<file path="src/rtl/rttu_pkg.sv">
// shared types and constants of the retransmit tracking table unit
// no dependencies; every other file uses this package
package rttu_pkg;

    localparam int TABLE_DEPTH = 16;
    localparam int IDX_W       = $clog2(TABLE_DEPTH);

    localparam int CMD_W    = 16;
    localparam int STAMP_W  = 32;
    localparam int PACKET_W = 32;
    localparam int WAIT_W   = 16;
    localparam int SEND_W   = 8;

    localparam int CFG_IDX_W  = 4;
    localparam int CFG_DATA_W = 16;

    localparam logic [CFG_IDX_W-1:0] CFG_WAIT_TICKS = CFG_IDX_W'(0);
    localparam logic [CFG_IDX_W-1:0] CFG_MAX_SENDS  = CFG_IDX_W'(1);

    localparam logic [WAIT_W-1:0] WAIT_TICKS_RST = WAIT_W'(10);
    localparam logic [SEND_W-1:0] MAX_SENDS_RST  = SEND_W'(3);

    typedef enum logic [1:0] {
        FUNC_ADD    = 2'd0,
        FUNC_QUERY  = 2'd1,
        FUNC_DELETE = 2'd2,
        FUNC_TICK   = 2'd3
    } func_t;

    typedef enum logic [1:0] {
        KIND_DONE   = 2'd0,
        KIND_RESEND = 2'd1,
        KIND_FAIL   = 2'd2
    } kind_t;

    typedef enum logic [1:0] {
        ST_IDLE,
        ST_WALK,
        ST_FINISH
    } state_t;

    typedef struct packed {
        logic                valid;
        logic [CMD_W-1:0]    cmd;
        logic [STAMP_W-1:0]  stamp;
        logic [PACKET_W-1:0] packet;
        logic [WAIT_W-1:0]   wait_cnt;
        logic [SEND_W-1:0]   send_cnt;
    } entry_t;

    // ring control from the head logic to the cells
    typedef struct packed {
        logic   shift;
        entry_t feed;
    } ring_ctl_t;

endpackage

</file>
<file path="src/rtl/rttu_if.sv">
// handshake channels of the retransmit tracking table unit
// depends on rttu_pkg
interface rttu_in_if;
    logic                          valid;
    logic                          ready;
    rttu_pkg::func_t               func;
    logic [rttu_pkg::CMD_W-1:0]    cmd_code;
    logic [rttu_pkg::STAMP_W-1:0]  server_stamp;
    logic [rttu_pkg::PACKET_W-1:0] packet_number;

    modport source (output valid, func, cmd_code, server_stamp, packet_number, input ready);
    modport sink   (input valid, func, cmd_code, server_stamp, packet_number, output ready);
endinterface

interface rttu_out_if;
    logic                          valid;
    logic                          ready;
    rttu_pkg::kind_t               kind;
    logic                          found;
    logic                          table_full;
    logic [rttu_pkg::CMD_W-1:0]    out_cmd;
    logic [rttu_pkg::STAMP_W-1:0]  out_stamp;
    logic [rttu_pkg::PACKET_W-1:0] out_packet;
    logic                          last;

    modport source (output valid, kind, found, table_full, out_cmd, out_stamp, out_packet,
                    last, input ready);
    modport sink   (input valid, kind, found, table_full, out_cmd, out_stamp, out_packet,
                    last, output ready);
endinterface

interface rttu_cfg_if;
    logic                            valid;
    logic                            ready;
    logic [rttu_pkg::CFG_IDX_W-1:0]  index;
    logic [rttu_pkg::CFG_DATA_W-1:0] data;

    modport source (output valid, index, data, input ready);
    modport sink   (input valid, index, data, output ready);
endinterface

</file>
<file path="src/rtl/retransmit_tracking_table_unit.sv">
// top level of the retransmit tracking table: ring of slot cells plus sequencer
// depends on rttu_pkg, rttu_if, rttu_cell and rttu_ctrl
//
// usage
// - request channel: one item per operation (add, query, delete, tick) with its key
// - result channel: one or more items per request; the final one carries last
// - cfg channel: register writes (wait_ticks, max_sends), always ready; write only
//   while no request is in progress
// - the table is a ring of TABLE_DEPTH cells that turns one slot per unstalled cycle
//   in a walk; the sequencer takes the head entry, so slots are seen in slot order
// - query, delete, a tick with no failure and an add that does not insert load their
//   final result after one lap of the ring; an add that inserts takes a search lap,
//   then a write lap; one request at a time
// - the next request can be taken in the cycle after a done result is loaded; a tick
//   that fails the link ends on its fail result and frees the sequencer at the end
//   of its lap
// - the rotation sets the rate: one slot per unstalled cycle through one head unit
// - a stalled result holds the ring in place at the next slot that has a result;
//   the result register lets a new request enter while the final result waits
// - after a link failure the ring keeps turning without changes so it ends in order
// - reset clears all valid bits at once and loads the register defaults; no sweep
module retransmit_tracking_table_unit (
    input logic        clk,
    input logic        rst_n,
    rttu_in_if.sink    request,
    rttu_out_if.source result,
    rttu_cfg_if.sink   cfg
);
    import rttu_pkg::*;

    logic [WAIT_W-1:0] wait_ticks_reg;
    logic [SEND_W-1:0] max_sends_reg;
    ring_ctl_t         ring_ctl;
    entry_t            cell_q [TABLE_DEPTH];

    // config registers
    assign cfg.ready = 1'b1;

    always_ff @(posedge clk or negedge rst_n)
    begin
        if (!rst_n)
        begin
            wait_ticks_reg <= WAIT_TICKS_RST;
            max_sends_reg  <= MAX_SENDS_RST;
        end
        else if (cfg.valid && cfg.ready)
        begin
            unique case (cfg.index)
                CFG_WAIT_TICKS: wait_ticks_reg <= cfg.data[WAIT_W-1:0];
                CFG_MAX_SENDS:  max_sends_reg  <= cfg.data[SEND_W-1:0];
                default:        ;
            endcase
        end
    end

    // ring: each cell loads from its upper neighbor, the top cell from the head logic
    for (genvar i = 0; i < TABLE_DEPTH; i++)
    begin : g_cell
        entry_t cell_d;
        if (i == TABLE_DEPTH - 1)
        begin : g_top
            assign cell_d = ring_ctl.feed;
        end
        else
        begin : g_mid
            assign cell_d = cell_q[i+1];
        end
        rttu_cell u_cell (
            .clk   (clk),
            .rst_n (rst_n),
            .shift (ring_ctl.shift),
            .d     (cell_d),
            .q     (cell_q[i])
        );
    end

    rttu_ctrl u_ctrl (
        .clk        (clk),
        .rst_n      (rst_n),
        .request    (request),
        .result     (result),
        .wait_ticks (wait_ticks_reg),
        .max_sends  (max_sends_reg),
        .head       (cell_q[0]),
        .ring_ctl   (ring_ctl)
    );

endmodule

</file>
<file path="src/rtl/rttu_cell.sv">
// one table slot of the rotating ring
// depends on rttu_pkg
module rttu_cell (
    input  logic             clk,
    input  logic             rst_n,
    input  logic             shift,
    input  rttu_pkg::entry_t d,
    output rttu_pkg::entry_t q
);
    import rttu_pkg::*;

    logic   valid_reg;
    entry_t entry_reg;

    always_ff @(posedge clk or negedge rst_n)
    begin
        if (!rst_n)
            valid_reg <= 1'b0;
        else if (shift)
            valid_reg <= d.valid;
    end

    always_ff @(posedge clk)
    begin
        if (shift)
            entry_reg <= d;
    end

    always_comb
    begin
        q       = entry_reg;
        q.valid = valid_reg;
    end

endmodule

</file>
<file path="src/rtl/rttu_ctrl.sv">
// head-of-ring sequencer: walks the slots, updates the head entry, emits results
// depends on rttu_pkg and rttu_if
module rttu_ctrl (
    input  logic                        clk,
    input  logic                        rst_n,
    rttu_in_if.sink                     request,
    rttu_out_if.source                  result,
    input  logic [rttu_pkg::WAIT_W-1:0] wait_ticks,
    input  logic [rttu_pkg::SEND_W-1:0] max_sends,
    input  rttu_pkg::entry_t            head,
    output rttu_pkg::ring_ctl_t         ring_ctl
);
    import rttu_pkg::*;

    localparam logic [IDX_W-1:0] LAST_STEP = IDX_W'(TABLE_DEPTH - 1);

    state_t              state_reg, state_next;
    func_t               func_reg;
    logic [CMD_W-1:0]    cmd_reg;
    logic [STAMP_W-1:0]  stamp_reg;
    logic [PACKET_W-1:0] packet_reg;
    logic [IDX_W-1:0]    step_reg;
    logic                hit_reg, hit_next;
    logic                free_found_reg, free_found_next;
    logic [IDX_W-1:0]    free_idx_reg, free_idx_next;
    logic                failed_reg, failed_next;
    logic                pass2_reg;

    logic                out_valid_reg;
    kind_t               out_kind_reg;
    logic                out_found_reg, out_full_reg, out_last_reg;
    logic [CMD_W-1:0]    out_cmd_reg;
    logic [STAMP_W-1:0]  out_stamp_reg;
    logic [PACKET_W-1:0] out_packet_reg;

    entry_t feed;
    logic   match, emit, r_last;
    kind_t  r_kind;
    logic   accept, can_emit, step_go, last_step, finish_go, emit_now;

    assign accept    = request.valid && request.ready;
    assign can_emit  = !out_valid_reg || result.ready;
    assign last_step = (step_reg == LAST_STEP);
    assign step_go   = (state_reg == ST_WALK) && (!emit || can_emit);
    assign finish_go = (state_reg == ST_FINISH) && can_emit;
    assign emit_now  = (step_go && emit) || finish_go;

    // head entry processing for the current step
    always_comb
    begin
        feed            = head;
        emit            = 1'b0;
        r_kind          = KIND_DONE;
        r_last          = 1'b0;
        hit_next        = hit_reg;
        free_found_next = free_found_reg;
        free_idx_next   = free_idx_reg;
        failed_next     = failed_reg;
        match = head.valid && (head.cmd == cmd_reg) && (head.stamp == stamp_reg)
                && (head.packet == packet_reg);
        case (func_reg)
            FUNC_TICK:
            begin
                if (!failed_reg && head.valid)
                begin
                    if (head.send_cnt > max_sends)
                    begin
                        emit        = 1'b1;
                        r_kind      = KIND_FAIL;
                        r_last      = 1'b1;
                        failed_next = 1'b1;
                    end
                    else if (head.wait_cnt > wait_ticks)
                    begin
                        feed.wait_cnt = '0;
                        if (head.send_cnt != '1)
                            feed.send_cnt = head.send_cnt + SEND_W'(1);
                        emit   = 1'b1;
                        r_kind = KIND_RESEND;
                    end
                    else if (head.wait_cnt != '1)
                    begin
                        feed.wait_cnt = head.wait_cnt + WAIT_W'(1);
                    end
                end
            end
            FUNC_QUERY:
                hit_next = hit_reg || match;
            FUNC_DELETE:
            begin
                if (match && !hit_reg)
                    feed.valid = 1'b0;
                hit_next = hit_reg || match;
            end
            default:
            begin
                // add: first pass searches, second pass writes the free slot
                if (!pass2_reg)
                begin
                    hit_next = hit_reg || match;
                    if (!head.valid && !free_found_reg)
                    begin
                        free_found_next = 1'b1;
                        free_idx_next   = step_reg;
                    end
                end
                else if (step_reg == free_idx_reg)
                begin
                    feed.valid    = 1'b1;
                    feed.cmd      = cmd_reg;
                    feed.stamp    = stamp_reg;
                    feed.packet   = packet_reg;
                    feed.wait_cnt = '0;
                    feed.send_cnt = '0;
                end
            end
        endcase
    end

    // next state
    always_comb
    begin
        state_next = state_reg;
        unique case (state_reg)
            ST_IDLE:
                if (accept)
                    state_next = ST_WALK;
            ST_WALK:
                if (step_go && last_step)
                begin
                    if (func_reg == FUNC_ADD && !pass2_reg && !hit_next && free_found_next)
                        state_next = ST_WALK;
                    else if (failed_next)
                        state_next = ST_IDLE;
                    else
                        state_next = ST_FINISH;
                end
            ST_FINISH:
                if (finish_go)
                    state_next = ST_IDLE;
            default:
                state_next = ST_IDLE;
        endcase
    end

    // outputs of the state machine
    always_comb
    begin
        request.ready  = 1'b0;
        ring_ctl.shift = 1'b0;
        ring_ctl.feed  = feed;
        unique case (state_reg)
            ST_IDLE:   request.ready  = 1'b1;
            ST_WALK:   ring_ctl.shift = step_go;
            ST_FINISH: ;
            default:   ;
        endcase
    end

    always_ff @(posedge clk or negedge rst_n)
    begin
        if (!rst_n)
        begin
            state_reg      <= ST_IDLE;
            step_reg       <= '0;
            hit_reg        <= 1'b0;
            free_found_reg <= 1'b0;
            free_idx_reg   <= '0;
            failed_reg     <= 1'b0;
            pass2_reg      <= 1'b0;
            func_reg       <= FUNC_ADD;
            out_valid_reg  <= 1'b0;
        end
        else
        begin
            state_reg <= state_next;
            if (accept)
            begin
                func_reg       <= request.func;
                step_reg       <= '0;
                hit_reg        <= 1'b0;
                free_found_reg <= 1'b0;
                free_idx_reg   <= '0;
                failed_reg     <= 1'b0;
                pass2_reg      <= 1'b0;
            end
            else if (step_go)
            begin
                step_reg       <= last_step ? '0 : step_reg + IDX_W'(1);
                hit_reg        <= hit_next;
                free_found_reg <= free_found_next;
                free_idx_reg   <= free_idx_next;
                failed_reg     <= failed_next;
                if (last_step)
                    pass2_reg <= 1'b1;
            end
            if (emit_now)
                out_valid_reg <= 1'b1;
            else if (result.ready)
                out_valid_reg <= 1'b0;
        end
    end

    // key and result payload
    always_ff @(posedge clk)
    begin
        if (accept)
        begin
            cmd_reg    <= request.cmd_code;
            stamp_reg  <= request.server_stamp;
            packet_reg <= request.packet_number;
        end
        if (step_go && emit)
        begin
            out_kind_reg   <= r_kind;
            out_found_reg  <= 1'b0;
            out_full_reg   <= 1'b0;
            out_cmd_reg    <= head.cmd;
            out_stamp_reg  <= head.stamp;
            out_packet_reg <= head.packet;
            out_last_reg   <= r_last;
        end
        else if (finish_go)
        begin
            out_kind_reg   <= KIND_DONE;
            out_found_reg  <= (func_reg != FUNC_TICK) && hit_reg;
            out_full_reg   <= (func_reg == FUNC_ADD) && !hit_reg && !free_found_reg;
            out_cmd_reg    <= '0;
            out_stamp_reg  <= '0;
            out_packet_reg <= '0;
            out_last_reg   <= 1'b1;
        end
    end

    assign result.valid      = out_valid_reg;
    assign result.kind       = out_kind_reg;
    assign result.found      = out_found_reg;
    assign result.table_full = out_full_reg;
    assign result.out_cmd    = out_cmd_reg;
    assign result.out_stamp  = out_stamp_reg;
    assign result.out_packet = out_packet_reg;
    assign result.last       = out_last_reg;

endmodule

</file>
<file path="src/flat_wrapper.sv">
// flat-port wrapper written by rule: the top's interface ports become plain ports
module retransmit_tracking_table_unit_flat import rttu_pkg::*;
  (clk, rst_n, request_valid, request_func, request_cmd_code, request_server_stamp, request_packet_number, request_ready, result_valid, result_kind, result_found, result_table_full, result_out_cmd, result_out_stamp, result_out_packet, result_last, result_ready, cfg_valid, cfg_index, cfg_data, cfg_ready);
  rttu_in_if request_i ();
  rttu_out_if result_i ();
  rttu_cfg_if cfg_i ();
  input logic clk;
  input logic rst_n;
  input wire logic [$bits(request_i.valid)-1:0] request_valid;
  input wire logic [$bits(request_i.func)-1:0] request_func;
  input wire logic [$bits(request_i.cmd_code)-1:0] request_cmd_code;
  input wire logic [$bits(request_i.server_stamp)-1:0] request_server_stamp;
  input wire logic [$bits(request_i.packet_number)-1:0] request_packet_number;
  output wire logic [$bits(request_i.ready)-1:0] request_ready;
  output wire logic [$bits(result_i.valid)-1:0] result_valid;
  output wire logic [$bits(result_i.kind)-1:0] result_kind;
  output wire logic [$bits(result_i.found)-1:0] result_found;
  output wire logic [$bits(result_i.table_full)-1:0] result_table_full;
  output wire logic [$bits(result_i.out_cmd)-1:0] result_out_cmd;
  output wire logic [$bits(result_i.out_stamp)-1:0] result_out_stamp;
  output wire logic [$bits(result_i.out_packet)-1:0] result_out_packet;
  output wire logic [$bits(result_i.last)-1:0] result_last;
  input wire logic [$bits(result_i.ready)-1:0] result_ready;
  input wire logic [$bits(cfg_i.valid)-1:0] cfg_valid;
  input wire logic [$bits(cfg_i.index)-1:0] cfg_index;
  input wire logic [$bits(cfg_i.data)-1:0] cfg_data;
  output wire logic [$bits(cfg_i.ready)-1:0] cfg_ready;
  assign request_i.valid = request_valid;
  assign request_i.func = request_func;
  assign request_i.cmd_code = request_cmd_code;
  assign request_i.server_stamp = request_server_stamp;
  assign request_i.packet_number = request_packet_number;
  assign request_ready = request_i.ready;
  assign result_valid = result_i.valid;
  assign result_kind = result_i.kind;
  assign result_found = result_i.found;
  assign result_table_full = result_i.table_full;
  assign result_out_cmd = result_i.out_cmd;
  assign result_out_stamp = result_i.out_stamp;
  assign result_out_packet = result_i.out_packet;
  assign result_last = result_i.last;
  assign result_i.ready = result_ready;
  assign cfg_i.valid = cfg_valid;
  assign cfg_i.index = cfg_index;
  assign cfg_i.data = cfg_data;
  assign cfg_ready = cfg_i.ready;
  retransmit_tracking_table_unit u_core (.clk(clk), .rst_n(rst_n), .request(request_i), .result(result_i), .cfg(cfg_i));
endmodule
</file>
<file path="config.mk">
export PLATFORM = sky130hd
export DESIGN_NAME = retransmit_tracking_table_unit_flat
export DESIGN_NICKNAME = d
export VERILOG_FILES = /design/src/rtl/rttu_pkg.sv /design/src/rtl/rttu_if.sv /design/src/rtl/retransmit_tracking_table_unit.sv /design/src/rtl/rttu_cell.sv /design/src/rtl/rttu_ctrl.sv /design/src/flat_wrapper.sv
export SDC_FILE = /design/constraint.sdc
export NUM_CORES = 1
export LEC_CHECK = 0
export BUFFER_PORTS_ARGS = -buffer_cell sky130_fd_sc_hd__buf_4
export CORE_MARGIN = 5
export CORE_UTILIZATION = 61
export DETAILED_ROUTE_END_ITERATION = 8
export PLACE_DENSITY = 0.76
export SYNTH_ARGS = -nofsm -noshare
export SYNTH_HDL_FRONTEND = slang
export SYNTH_SLANG_ARGS = --single-unit
</file>
<file path="constraint.sdc">
create_clock -name clk -period 63.8 [get_ports clk]
set_input_delay 9.57 -clock clk [delete_from_list [all_inputs] [get_ports clk]]
set_output_delay 9.57 -clock clk [all_outputs]
set_load 0.05 [all_outputs]
</file>
==> run metrics <==
layout cells sized above 1 15.06%; r2r endpoint u_core.g_cell[8].u_cell.q[98]; worst setup margin 49040 ps; pin slew with the least headroom to its limit 1226 ps; most common library cells after synthesis 1827 x edfxtp_1, 246 x nand2_1, 82 x and2_1; # port buffers 193; chip width 327.9 µm; RSZ-0062 raised after global routing no; total CTS buffers between 150 and 200; critical path peak fanout 223; CTS clk-pin slew, worst paths 60 ps; Post-CTS Setup Repair Bufs 0; DRT Pass-1 Iters 9; post-synthesis sequential area ratio 91.38%; metal2 WL 49.84 mm; post-place setup slack 48190 ps; Mapped Cells 2791; Post-Route Setup TNS 0 ps; WS Path Type input pin to flop; max cap viols 0; final WL 104.9 mm; area leader, netlist edfxtp_1; total leakage power roughly 0.025 µW; r2r worst-path depth 12; Tmin final between 10000 and 15000 ps; CORE AREA 100100 µm²; Worst R2R Setup Slack 55800 ps; Final #Nets around 3300; via count about 26000; first-pass GRT wire length 157.3 mm; count of different cell masters after synthesis 83; Int Power between 2000 and 3000 µW; clk buf depth 3; Finished Core Util 69.92%; routed vias/inst 5.694; wire length on met1 roughly 44 mm; top-count cell post-synth edfxtp_1; Slew Viols, Final 0; Most used DFF post-synth edfxtp_1; vias in the first global route 26231; Worst Hold Class flop to flop; Finished Cell Area 70030 µm²; Post-synth EDFFs 1827; critical path endpoint category flop; H-tree depth 4; drt wl/cell 22.97 µm; Rows 116; hold-critical path depth 0; clk root buf clkbuf_16; metal3 WL between 7 and 8 mm; Resize count post-CTS 0; aggregate global routing overflow 0; initial antenna violation count 9; cts hold-fix bufs 0; DP HPWL 56.60 mm; Worst EP required 64160 ps; GRT Resource Usage Total 19.48%; fmax 0.06776 GHz; drt drc 0; Synth top area share 88.99%; largest net degree at the start of global routing 224; Arr. time, crit path approximately 15000 ps; placed cell areas 64750 µm²; worst clock skew 35.71 ps; clock share of power about a quarter; worst-skew pair later-pin latency 750 ps; final cycle utilization of the critical path between 20% and 30%; Synth async-reset ratio 3.022%; post-route ant nets 0; clk sink count 1886; first-iteration detailed-routing DRC count between 2000 and 3000; Hold Path End u_core.g_cell[0].u_cell.q[91]; Avg Cell Area, Syn 22.09 µm²; Mapped Nets 2930; P_sw 1041 µW; status finished, final reports clean; Setup Viol. Count Final 0; Layout Area Growth over Synthesis 13.59%; Starting Density 61.56%; Top Layer Used met5; Synth warnings 0; placer congestion estimate between 0.9 and 1; Gate power share 11.6%; pwr/cell area 56.36 nW/µm²; CTS tree done; Fin. Hold Viols 0; crit start category input pin; Switching Share 26.37%; Top Ports 195; Post-Synthesis Cell Area 61650 µm²; #FFs+latches synth 1886; leading post-synthesis cells by cell area edfxtp_1 89%, dfrtp_1 2.2%, nand2_1 1.5%; Die Area 107500 µm²; Seq pwr share 63.9%; Worst Hold Launch u_core.g_cell[1].u_cell.q[91]; Die H ~330 µm; Reg-to-Reg Start u_core.g_cell[0].u_cell.q[13]; Max-slew headroom 18.29%; Largest register FFs 1664; Peak VDD IR 0.00005698 V
[power groups by stage]
stage | clock network [µW] | logic [µW] | registers (µW)
floorplan | 0 | 302 | 3270
global placement | 0 | 430 | 2480
detailed placement | 0 | 456 | 2510
CTS | 991 | 458 | 2530
global route | 1050 | 499 | 2580
finish | 967 | 457 | 2520
[logic make-up after synthesis]
group / count (synthesis) / synth area share [%]
AOI/OAI and AO/OA: 177 / 1.865
xor gates and xnor gates: 54 / 0.7672
adders and majority gates: 32 / 0.6494
buffers and inverters: 111 / 0.7022
DFF: 1886 / 91.38
muxes: 34 / 0.6008
other: 1 / 0.006083
and+or+nand+nor: 496 / 4.031
[routing by layer]
layer	vias to the layer above	track usage, %
li1	11481	-
met1	13136	28.02
met2	1108	30.38
met3	277	3.778
met4	4	7.763
met5	-	0
[worst max path at each step]
stage               slack, ps  cells past startpoint          from                             to
floorplan               10960                      4  result_ready   u_core.g_cell[0].u_cell.q[0]
CTS                     49050                      9  result_ready  u_core.g_cell[0].u_cell.q[26]
global placement        48580                      9  result_ready  u_core.g_cell[9].u_cell.q[26]
global route            48650                      9  result_ready  u_core.g_cell[5].u_cell.q[98]
finish                  49040                      9  result_ready  u_core.g_cell[8].u_cell.q[98]
detailed placement      48190                      9  result_ready  u_core.g_cell[0].u_cell.q[26]
[critical path, cell delays in order]
cell and delay, ps:
buf_4 90, nor2b_1 90, nand2_1 320, o21ai_2 330, inv_8 810, buf_4 970
buf_4 890, buf_12 760, buf_4 960
[cell type report]
| cell class | count | area [µm²] |
|---|---|---|
| clock inverter | 93 | 748.2 |
| fill | 5601 | 30120 |
| sequential | 1886 | 56330 |
| timing repair buffer | 211 | 1634 |
| multi-input combinational | 794 | 4907 |
| antenna | 2 | 5.005 |
| inverter | 65 | 254.0 |
| clock buffer | 218 | 4519 |
| tap | 1298 | 1624 |
[stage by stage]
step | total power, µW | hold WS [ps] | cells
2_1_floorplan | 3569 | 400.3 | 2791
3_3_place_gp | 2913 | 400.5 | 4254
3_5_place_dp | 2969 | 404.5 | 4254
4_1_cts | 3980 | 393.5 | 4565
5_1_grt | 4124 | 409.2 | 4565
6_report | 3947 | 394.7 | 4567
[placed cells by master (no fill, tap or decap), types with 24 or more instances in the layout]
cell type / count
and2_1: 81
clkbuf_16: 174
a21oi_1: 34
xor2_1: 46
nand2_1: 245
o21ai_0: 64
clkinv_1: 38
buf_4: 207
mux2_2: 24
edfxtp_1: 1827
inv_1: 61
ha_1: 32
nor2_1: 30
dfrtp_1: 53
clkinv_2: 28
clkbuf_1: 44
(Power assumes the default switching activity.)
